$ cat src/design/acsi_pkg.sv
package acsi_pkg;

    localparam int PARAM_WIDTH_DEF = 16;

    typedef enum logic [3:0] {
        KIND_NONE = 4'd0,
        KIND_SS2  = 4'd1,
        KIND_SS3  = 4'd2,
        KIND_DCS  = 4'd3,
        KIND_CSI  = 4'd4,
        KIND_ST   = 4'd5,
        KIND_OSC  = 4'd6,
        KIND_SOS  = 4'd7,
        KIND_PM   = 4'd8,
        KIND_APC  = 4'd9
    } t_seq_kind;

    typedef enum logic [1:0] {
        PH_LEAD  = 2'd0,
        PH_TRAIL = 2'd1,
        PH_DONE  = 2'd2
    } t_phase;

    // Control part of the parser state; the two number accumulators travel separately
    // because their width follows the parameter.
    typedef struct packed {
        t_seq_kind  kind;
        t_phase     phase;
        logic       any_param;
        logic       lead_is_digit;
        logic [3:0] lead_digit;
    } t_parse_state;

    typedef struct packed {
        logic      consumed;
        logic      done;
        t_seq_kind kind;
    } t_res_ctl;

    localparam t_parse_state PARSE_IDLE = '{
        kind:          KIND_NONE,
        phase:         PH_LEAD,
        any_param:     1'b0,
        lead_is_digit: 1'b0,
        lead_digit:    4'd0
    };

endpackage

$ cat src/design/acsi_core.sv
module acsi_core #(
    parameter int PW = acsi_pkg::PARAM_WIDTH_DEF
) (
    input  logic [7:0]             i_byte,
    input  acsi_pkg::t_parse_state i_state,
    input  logic [PW-1:0]          i_lead,
    input  logic [PW-1:0]          i_trail,
    output acsi_pkg::t_parse_state o_state,
    output logic [PW-1:0]          o_lead,
    output logic [PW-1:0]          o_trail,
    output acsi_pkg::t_res_ctl     o_res,
    output logic [7:0]             o_final_byte,
    output logic [15:0]            o_first_param,
    output logic [15:0]            o_second_param
);
    import acsi_pkg::*;

    localparam logic [PW-1:0] LIMIT = {PW{1'b1}};

    localparam logic [7:0] CH_0      = 8'h30;
    localparam logic [7:0] CH_9      = 8'h39;

    // Multiply by ten as two shifts and add the digit, then clamp.
    function automatic logic [PW-1:0] push_digit(input logic [PW-1:0] acc,
                                                 input logic [3:0] d);
        logic [PW+3:0] sum;
        sum = (PW+4)'({acc, 3'b000}) + (PW+4)'({acc, 1'b0}) + (PW+4)'(d);
        if (sum > (PW+4)'(LIMIT)) begin
            return LIMIT;
        end
        return sum[PW-1:0];
    endfunction

    function automatic t_seq_kind intro_kind(input logic [7:0] b);
        t_seq_kind k;
        unique case (b)
            8'h4E:   k = KIND_SS2;
            8'h4F:   k = KIND_SS3;
            8'h50:   k = KIND_DCS;
            8'h5B:   k = KIND_CSI;
            8'h5C:   k = KIND_ST;
            8'h5D:   k = KIND_OSC;
            8'h58:   k = KIND_SOS;
            8'h5E:   k = KIND_PM;
            8'h5F:   k = KIND_APC;
            default: k = KIND_NONE;
        endcase
        return k;
    endfunction

    logic          is_digit;
    logic [3:0]    digit;
    t_seq_kind     intro;
    logic          is_final;
    logic [PW-1:0] p0;
    logic [PW-1:0] p1;

    assign is_digit = (i_byte >= CH_0) && (i_byte <= CH_9);
    assign digit    = is_digit ? 4'(i_byte - CH_0) : 4'd0;
    assign intro    = intro_kind(i_byte);

    always_comb begin
        o_state      = i_state;
        o_lead       = i_lead;
        o_trail      = i_trail;
        o_res        = '{consumed: 1'b0, done: 1'b0, kind: KIND_NONE};
        o_final_byte = 8'd0;
        is_final     = 1'b0;
        p0           = '0;
        p1           = '0;

        if (i_state.kind == KIND_NONE) begin
            if (intro != KIND_NONE) begin
                o_state      = PARSE_IDLE;
                o_state.kind = intro;
                o_lead       = '0;
                o_trail      = '0;
                o_res        = '{consumed: 1'b1, done: 1'b0, kind: intro};
            end
        end else if (i_state.kind != KIND_CSI) begin
            // Other introducers take no body: the next byte just closes them.
            o_state = PARSE_IDLE;
            o_lead  = '0;
            o_trail = '0;
        end else begin
            unique case (i_byte) inside
                8'h41, 8'h42, 8'h43, 8'h44, 8'h45, 8'h46, 8'h47,
                8'h4A, 8'h4B, 8'h53, 8'h54, 8'h6D: begin
                    is_final = 1'b1;
                    p0       = i_state.lead_is_digit ? i_lead : PW'(1);
                end
                8'h48, 8'h66: begin
                    is_final = 1'b1;
                    p0       = i_lead;
                    p1       = i_state.any_param ? i_trail : '0;
                end
                8'h69, 8'h6E: begin
                    is_final = 1'b1;
                    p0       = i_state.lead_is_digit ? PW'(i_state.lead_digit) : '0;
                end
                default: begin
                    is_final = 1'b0;
                end
            endcase

            if (is_final) begin
                o_state      = PARSE_IDLE;
                o_lead       = '0;
                o_trail      = '0;
                o_res        = '{consumed: 1'b0, done: 1'b1, kind: KIND_CSI};
                o_final_byte = i_byte;
            end else begin
                if (!i_state.any_param) begin
                    o_state.lead_is_digit = is_digit;
                    o_state.lead_digit    = digit;
                end
                o_state.any_param = 1'b1;
                case (i_state.phase)
                    PH_LEAD: begin
                        if (is_digit) begin
                            o_lead = push_digit(i_lead, digit);
                        end else begin
                            o_state.phase = PH_TRAIL;
                        end
                    end
                    PH_TRAIL: begin
                        if (is_digit) begin
                            o_trail = push_digit(i_trail, digit);
                        end else begin
                            o_state.phase = PH_DONE;
                        end
                    end
                    default: begin
                        o_state.phase = i_state.phase;
                    end
                endcase
                o_res = '{consumed: 1'b1, done: 1'b0, kind: KIND_CSI};
            end
        end
    end

    assign o_first_param  = 16'(p0);
    assign o_second_param = 16'(p1);

endmodule

$ cat src/design/ansi_csi_escape_parser.sv
// Parses the bytes that follow an escape character, one byte per clock while the output
// is not stalled. Every accepted byte yields exactly one result transfer: the byte passes
// an input register, the decode and number update run combinationally, and the result
// lands in an output register. Numbers are accumulated PARAM_WIDTH bits wide and
// saturate at all ones; the parameter outputs carry their low 16 bits. A stalled output
// holds its result while the input register still takes the next byte, so the input
// stalls only when both registers are full.
module ansi_csi_escape_parser #(
    parameter int PARAM_WIDTH = acsi_pkg::PARAM_WIDTH_DEF
) (
    input  logic        i_clk,
    input  logic        i_rst_n,
    input  logic        i_valid,
    output logic        o_stall,
    input  logic [7:0]  i_byte_in,
    output logic        o_valid,
    input  logic        i_stall,
    output logic        o_consumed,
    output logic        o_done_res,
    output logic [3:0]  o_seq_kind,
    output logic [7:0]  o_final_byte,
    output logic [15:0] o_first_param,
    output logic [15:0] o_second_param
);
    import acsi_pkg::*;

    logic                   r_in_valid;
    logic [7:0]             r_in_byte;
    t_parse_state           r_state;
    logic [PARAM_WIDTH-1:0] r_lead;
    logic [PARAM_WIDTH-1:0] r_trail;
    logic                   r_out_valid;
    t_res_ctl               r_out_res;
    logic [7:0]             r_out_final;
    logic [15:0]            r_out_p0;
    logic [15:0]            r_out_p1;

    t_parse_state           n_state;
    logic [PARAM_WIDTH-1:0] n_lead;
    logic [PARAM_WIDTH-1:0] n_trail;
    t_res_ctl               n_res;
    logic [7:0]             n_final;
    logic [15:0]            n_p0;
    logic [15:0]            n_p1;

    logic out_load;
    logic advance;
    logic in_take;

    assign out_load = !r_out_valid || !i_stall;
    assign advance  = r_in_valid && out_load;
    assign o_stall  = r_in_valid && !out_load;
    assign in_take  = i_valid && !o_stall;

    acsi_core #(
        .PW(PARAM_WIDTH)
    ) u_core (
        .i_byte         (r_in_byte),
        .i_state        (r_state),
        .i_lead         (r_lead),
        .i_trail        (r_trail),
        .o_state        (n_state),
        .o_lead         (n_lead),
        .o_trail        (n_trail),
        .o_res          (n_res),
        .o_final_byte   (n_final),
        .o_first_param  (n_p0),
        .o_second_param (n_p1)
    );

    always_ff @(posedge i_clk) begin
        if (!i_rst_n) begin
            r_in_valid <= 1'b0;
        end else if (in_take) begin
            r_in_valid <= 1'b1;
        end else if (advance) begin
            r_in_valid <= 1'b0;
        end
        if (in_take) begin
            r_in_byte <= i_byte_in;
        end
    end

    always_ff @(posedge i_clk) begin
        if (!i_rst_n) begin
            r_state <= PARSE_IDLE;
            r_lead  <= '0;
            r_trail <= '0;
        end else if (advance) begin
            r_state <= n_state;
            r_lead  <= n_lead;
            r_trail <= n_trail;
        end
    end

    always_ff @(posedge i_clk) begin
        if (!i_rst_n) begin
            r_out_valid <= 1'b0;
        end else if (out_load) begin
            r_out_valid <= r_in_valid;
        end
        if (advance) begin
            r_out_res   <= n_res;
            r_out_final <= n_final;
            r_out_p0    <= n_p0;
            r_out_p1    <= n_p1;
        end
    end

    assign o_valid        = r_out_valid;
    assign o_consumed     = r_out_res.consumed;
    assign o_done_res     = r_out_res.done;
    assign o_seq_kind     = r_out_res.kind;
    assign o_final_byte   = r_out_final;
    assign o_first_param  = r_out_p0;
    assign o_second_param = r_out_p1;

    // A completed sequence always leaves the parser idle.
    a_done_to_idle: assert property (@(posedge i_clk) disable iff (!i_rst_n)
        advance && n_res.done |=> r_state.kind == KIND_NONE)
        else $error("parser not idle after a completed sequence");

    // A non-CSI introducer closes on the next byte with an empty result, neither consumed nor done.
    a_short_close: assert property (@(posedge i_clk) disable iff (!i_rst_n)
        advance && r_state.kind != KIND_NONE && r_state.kind != KIND_CSI
        |=> r_state.kind == KIND_NONE && r_out_valid && !r_out_res.consumed
            && !r_out_res.done)
        else $error("non-CSI introducer did not close cleanly");

    a_done_not_consumed: assert property (@(posedge i_clk) disable iff (!i_rst_n)
        r_out_valid && r_out_res.done |-> !r_out_res.consumed
            && r_out_res.kind == KIND_CSI)
        else $error("completed result marked as consumed");

    a_none_is_empty: assert property (@(posedge i_clk) disable iff (!i_rst_n)
        r_out_valid && r_out_res.kind == KIND_NONE
        |-> !r_out_res.consumed && !r_out_res.done && r_out_final == 8'd0)
        else $error("empty result carries data");

    a_stall_needs_data: assert property (@(posedge i_clk) disable iff (!i_rst_n)
        o_stall |-> r_in_valid && r_out_valid && i_stall)
        else $error("input stalled without a full pipeline");

endmodule
$ cat config.mk
export PLATFORM = sky130hd
export DESIGN_NAME = ansi_csi_escape_parser
export DESIGN_NICKNAME = d
export VERILOG_FILES = /design/src/design/acsi_pkg.sv /design/src/design/acsi_core.sv /design/src/design/ansi_csi_escape_parser.sv
export SDC_FILE = /design/constraint.sdc
export NUM_CORES = 1
export LEC_CHECK = 0
export ABC_AREA = 1
export ABC_CLOCK_PERIOD_IN_PS = 4230
export BUFFER_PORTS_ARGS = -buffer_cell sky130_fd_sc_hd__buf_2
export CORE_MARGIN = 4
export CORE_UTILIZATION = 40
export DETAILED_ROUTE_END_ITERATION = 7
export PLACE_DENSITY = 0.67
export SYNTH_ARGS = -nofsm -noshare
export SYNTH_HDL_FRONTEND = slang
export SYNTH_SLANG_ARGS = --single-unit
$ cat constraint.sdc
create_clock -name i_clk -period 4.23 [get_ports i_clk]
set_clock_uncertainty 0.2 [all_clocks]
set_input_delay 0.423 -clock i_clk [delete_from_list [all_inputs] [get_ports i_clk]]
set_output_delay 0.423 -clock i_clk [all_outputs]
set_load 0.01 [all_outputs]
# Word-level counts from Yosys, hierarchy flattened
# Index checks and enable logic that the tools add are counted.
op_classes:
  n_addsub: 5
  n_lt_le_gt_ge: 4
  n_eq_ne: 31
  muxes: 50
  n_bitwise: 3
  n_reduce_logical: 31
op_table:
  columns: ["op", "n"]
  rows:
  - ["16-bit 2-to-1 mux", 16]
  - ["8-bit by 7-bit equality test with 1-bit output, second input constant", 25]
  - ["16-bit one-hot mux with 3 select lines", 1]
  - ["19-bit by 17-bit adder with 20-bit output", 2]
  - ["20-bit by 4-bit adder with 20-bit output", 2]
  - ["20-bit by 16-bit greater-than comparator with 1-bit output, second input constant", 2]
  - ["12-bit 2-to-1 mux", 3]
  - ["4-bit one-hot mux with 9 select lines", 1]
  - ["6-bit 2-to-1 mux", 4]
  - ["1-bit 2-to-1 mux", 17]
  - ["4-bit nonzero test", 4]
  - ["16-bit OR reduction", 1]
  - ["4-bit 2-to-1 mux", 3]
  - ["12-bit OR reduction", 1]
  - ["5-bit != test, second input constant", 2]
  - ["8-bit by 6-bit greater-or-equal comparator with 1-bit output, second input constant", 1]
  - ["8-bit by 6-bit <= comparator with 1-bit output, second input constant", 1]
  - ["8-bit 2-to-1 mux", 1]
  - ["4-bit AND reduction", 2]
  - ["3-bit AND reduction", 2]
  - ["2-bit OR reduction", 3]
  - ["5-bit 2-to-1 mux", 1]
  - ["5-bit AND reduction", 1]
  - ["5-bit nonzero test", 1]
  - ["18 further kinds", 27]
word_totals:
  reg_bits: 100
  input_bits: 12
  output_inout_bits: 48
  elab_cells: 140

# Logic depth before layout (Yosys ltp)
logic_depth:
  depth_word: 17
  depth_mapped: 20
  depth_no_buf: 19

# Cells and area by module
# From an unflattened synthesis, not the netlist that was laid out.
hier_totals:
  hier_cells: 1206
  hier_area_um2: 7902.6
modules_own_cells:
  columns: ["mod", "instances", "cells_per_inst", "area_each_um2", "seq_area_each_um2"]
  rows:
  - ["acsi_core", 1, 851, 4242.8, 0.0]
  - ["ansi_csi_escape_parser", 1, 355, 3659.8, 2542.4]

# Worst setup path before layout
# No wires, ideal clock.
synth_path:
  path_kind: "input to register"
  startpoint: "input i_stall"
  endpoint: "register r_trail[8]"
  setup_time_ns: 0.070
  arrival_ns: 3.734
  t_required_ns: 3.960
  slack_ns: 0.226
  cell_stages: 8
  n_path_buf: 1
  cell_sequence: "a21oi_1 nand2_2 inv_2 nand2_1 nor2_4 buf_6 nand2_1 a21oi_2"
synth_via:
  elab_chain_len: 4
synth_rtl:
  columns: ["element", "line_no", "source"]
  rows:
  - ["start, declared", "ansi_csi_escape_parser.sv:17", "input logic i_stall,"]
  - ["1-bit logical NOT", "ansi_csi_escape_parser.sv:50", "assign out_load = !r_out_valid || !i_stall;"]
  - ["1-bit logical OR", "ansi_csi_escape_parser.sv:50", null]
  - ["1-bit logical AND", "ansi_csi_escape_parser.sv:51", "assign advance = r_in_valid && out_load;"]
  - ["4-bit AND reduction (no line)", null, null]
  - ["end signal, assigned", "ansi_csi_escape_parser.sv:92", "r_trail <= n_trail;"]
  - ["end, declared", "ansi_csi_escape_parser.sv:31", "logic [PARAM_WIDTH-1:0] r_trail;"]
# No other way between the ends.
# A chain may end at the register's enable or synchronous reset.

# Final worst setup path
layout_path:
  startpoint: "register r_in_byte[5]"
  endpoint: "register r_lead[14]"
layout_via:
  elab_chain_len: 17
  elab_cells_between_ends: 53
  classes_between: "add/sub: 1; order compare: 3; eq/ne: 26; mux: 17; reduce/logical: 6"
layout_rtl:
  columns: ["element", "line_no", "source"]
  rows:
  - ["start, declared", "ansi_csi_escape_parser.sv:28", "logic [7:0] r_in_byte;"]
  - ["start signal, assigned", "ansi_csi_escape_parser.sv:80", "r_in_byte <= i_byte_in;"]
  - ["8-bit by 6-bit greater-or-equal comparator with 1-bit output or 8-bit by 6-bit <= comparator with 1-bit output (tied branches)", "acsi_core.sv:58", "assign is_digit = (i_byte >= CH_0) && (i_byte <= CH_9);"]
  - ["1-bit logical AND", "acsi_core.sv:58", null]
  - ["4-bit 2-to-1 mux", "acsi_core.sv:59", "assign digit = is_digit ? 4'(i_byte - CH_0) : 4'd0;"]
  - ["20-bit by 4-bit adder with 20-bit output", "acsi_core.sv:27", "sum = (PW+4)'({acc, 3'b000}) + (PW+4)'({acc, 1'b0}) + (PW+4)'(d);"]
  - ["20-bit by 16-bit greater-than comparator with 1-bit output", "acsi_core.sv:28", "if (sum > (PW+4)'(LIMIT)) begin"]
  - ["1-bit 2-to-1 mux", "acsi_core.sv:28", null]
  - ["1-bit 2-to-1 mux", "acsi_core.sv:120", "if (is_digit) begin"]
  - ["1-bit 2-to-1 mux", "acsi_core.sv:118", "case (i_state.phase)"]
  - ["1-bit 2-to-1 mux", "acsi_core.sv:106", "if (is_final) begin"]
  - ["1-bit 2-to-1 mux", "acsi_core.sv:80", "end else if (i_state.kind != KIND_CSI) begin"]
  - ["1-bit 2-to-1 mux", "acsi_core.sv:72", "if (i_state.kind == KIND_NONE) begin"]
  - ["16-bit 2-to-1 mux", "acsi_core.sv:31", "return sum[PW-1:0];"]
  - ["16-bit 2-to-1 mux", "acsi_core.sv:120", null]
  - ["16-bit 2-to-1 mux", "acsi_core.sv:118", null]
  - ["16-bit 2-to-1 mux", "acsi_core.sv:106", null]
  - ["16-bit 2-to-1 mux", "acsi_core.sv:80", null]
  - ["16-bit 2-to-1 mux", "acsi_core.sv:72", null]
  - ["end signal, assigned", "ansi_csi_escape_parser.sv:91", "r_lead <= n_lead;"]
  - ["end, declared", "ansi_csi_escape_parser.sv:30", "logic [PARAM_WIDTH-1:0] r_lead;"]
# Parallel ways exist; a longest one is shown, timed or not. The select of a mux whose other input is x is not followed.

==> run metrics <==
post-DP HPWL=11700 µm; Worst Tran Pin Value=0.979 ns; CTS Hold Buffers Added=0; leakage=3.77 nW; Avg WL per Cell=13.2 µm; fin crit share=0.894; EDFF count, synth=54; overall routing resource usage=0.165; Rows=46; Critical Setup Path Class=reg -> reg; Worst Setup Start Kind=flip-flop; DR iter-0 viols=389; clk buf depth=2; FMAX=264 MHz; Die Wd=137 µm; Clk pin slew, worst setup/hold paths=0.07 ns; vias per cell=4.98; routability congestion estimate=0.915; Yosys reg bits=100; area grow syn2layout=12.7%; Detailed Routing Iterations Pass 1=5; Power, Total=2.09 mW; antenna-violating nets left=0; NumNets Final=1006; vias in the first global route=5154; layout cell share with drive strength beyond 1=0.126; final cell count without fillers=1149; Initial Util=0.412; max_slew headroom=0.343; Final Hold Fails=0; final-report max-slew violation count=0; YS warnings=0; pre-CTS setup slack=0.448 ns; final core utilization=0.465; final instance area=0.00746 mm²; Max Cap Viol=0; final worst path period need=3.78 ns; Die Y=137 µm; CTS tree=yes; Post-Synthesis Cells=867; largest net degree at the start of global routing=47; grt ovf=0; Avg Cell Area, Syn=7.63 µm²; first-pass GRT wire length=24800 µm; post-synthesis sequential area ratio=0.384; # clock sinks=100; Final WS setup=0.449 ns; syn nets=945; outcome=complete, no violations; Setup Buffers After CTS=0; pwr/cell area=280 mW/mm²; R2R setup slack=0.45 ns; diodes inserted=0; Root Buffer=clkbuf_16; CTS buffer count=9; dpl cells=1133; Max IR drop VDD=0.281 mV; Post-Route Setup TNS=0 ns; # H-tree levels=3; I/O Buffers=59; worst-path fanout max=12; dpl cell area=0.00716 mm²; io pins=60; Synth Flop Type=edfxtp_1; CORE AREA=0.0161 mm²; Worst setup EP type=flip-flop; hold slack final=0.0438 ns; final wirelength=15200 µm; critical path required time=4.26 ns; Crit path arrival time=3.81 ns; DRC errors left=0; FFs w/ async S/R, synth=0; RSZ-0062 raised after global routing=false; Hold Crit Class=in -> reg; Post-Syn Area=0.00662 mm²; final setup fails=0; vias=5723; initial antenna violation count=0; clk_lat worst skew=0.35 ns; post-synthesis cell type count=41; die area=0.0187 mm²
-- cell families after synthesis --
| family | synth area share |
|---|---|
| simple gates | 0.272 |
| compound gates | 0.110 |
| buf+inv | 0.0766 |
| flops | 0.384 |
| fa+ha+maj | 0.129 |
| xor+xnor | 0.0278 |
| other cells | 0.000567 |
-- sequential cells by signal, indices dropped and copies added (netlist names) --
name and cells:
r_in_byte 8, o_first_param 16, o_done_res 1, r_trail 16, r_state 12, o_final_byte 8
r_lead 16, o_consumed 1, o_second_param 16, o_valid 1, r_in_valid 1, o_seq_kind 4
-- cell usage after synthesis (all sizes together), types with 2 or more instances --
cell type  number  share of area
a21oi          74          0.062
a22oi           3         0.0034
and3            2         0.0019
buf            10          0.011
clkbuf          7         0.0040
dfxtp          46           0.14
edfxtp         54           0.25
fa              4          0.012
ha             62           0.12
inv           108          0.061
nand2         249           0.15
nand3          56          0.042
nand3b          2         0.0023
nand4           3         0.0028
nor2          105          0.066
nor3            8         0.0078
o2111ai         2         0.0026
o21ai          31          0.024
o21bai         12          0.014
xnor2          10          0.013
xor2           11          0.015
-- metal layers --
| metal | part of all wire | wire length (µm) | track usage |
|---|---|---|---|
| met5 | 0 | 0 | 0 |
| met4 | 0.016 | 240 | 0.0498 |
| met2 | 0.47 | 7090 | 0.270 |
| met1 | 0.48 | 7230 | 0.221 |
| met3 | 0.039 | 592 | 0.0324 |
-- worst paths after layout --
path,cells past startpoint,to,start
min,1,r_in_byte[0],i_byte_in[0]
max reg2reg,19,r_lead[14],r_in_byte[5]
min reg2reg,2,r_state[10],r_state[10]
max,19,r_lead[14],r_in_byte[5]
-- critical path: stages (launching register included) --
cell	delay [ns]
edfxtp_1	0.42
inv_1	0.09
nor4_1	0.23
nand2_1	0.13
nor2_1	0.25
ha_1	0.30
ha_1	0.26
fa_1	0.42
nand3_1	0.10
nand3_1	0.13
nand2_1	0.09
nand2_1	0.10
nand2_1	0.09
nand2_1	0.05
nand2_1	0.05
nand2_1	0.04
nor2_1	0.11
nand2_1	0.27
o21bai_1	0.24
a21oi_1	0.08
-- placed cells by master, fill, tap and decap left out, types with 4 or more instances in the layout --
| master | count |
|---|---|
| a21oi_1 | 63 |
| a21oi_2 | 10 |
| buf_2 | 59 |
| buf_4 | 8 |
| clkbuf_16 | 9 |
| dfxtp_1 | 46 |
| edfxtp_1 | 54 |
| fa_1 | 4 |
| ha_1 | 62 |
| inv_1 | 100 |
| inv_2 | 8 |
| nand2_1 | 241 |
| nand2_2 | 5 |
| nand3_1 | 56 |
| nor2_1 | 98 |
| nor3_1 | 7 |
| o21ai_0 | 27 |
| o21bai_1 | 12 |
| xnor2_1 | 10 |
| xor2_1 | 11 |
-- timing repair --
| item | CTS | global route |
|---|---|---|
| gates resized for setup | 0 | 1 |
| setup endpoints to repair | 0 | 10 |
| hold endpoints to repair | 0 | 0 |
-- final cells by class --
cell class,instances,area [µm²]
fill,1590,8600
timing repair buffer,67,355
clock buffer,10,229
clock inverter,6,71.3
multi-input combinational,641,3580
inverter,109,409
sequential,100,2540
tap,216,270
-- power by group --
part           internal [mW]  leakage [nW]  switching, mW
logic                 0.0590          2.73          0.121
clock network          0.464         0.140          0.372
registers               1.05         0.900         0.0201
No activity file was read; power rests on OpenSTA's default activity.
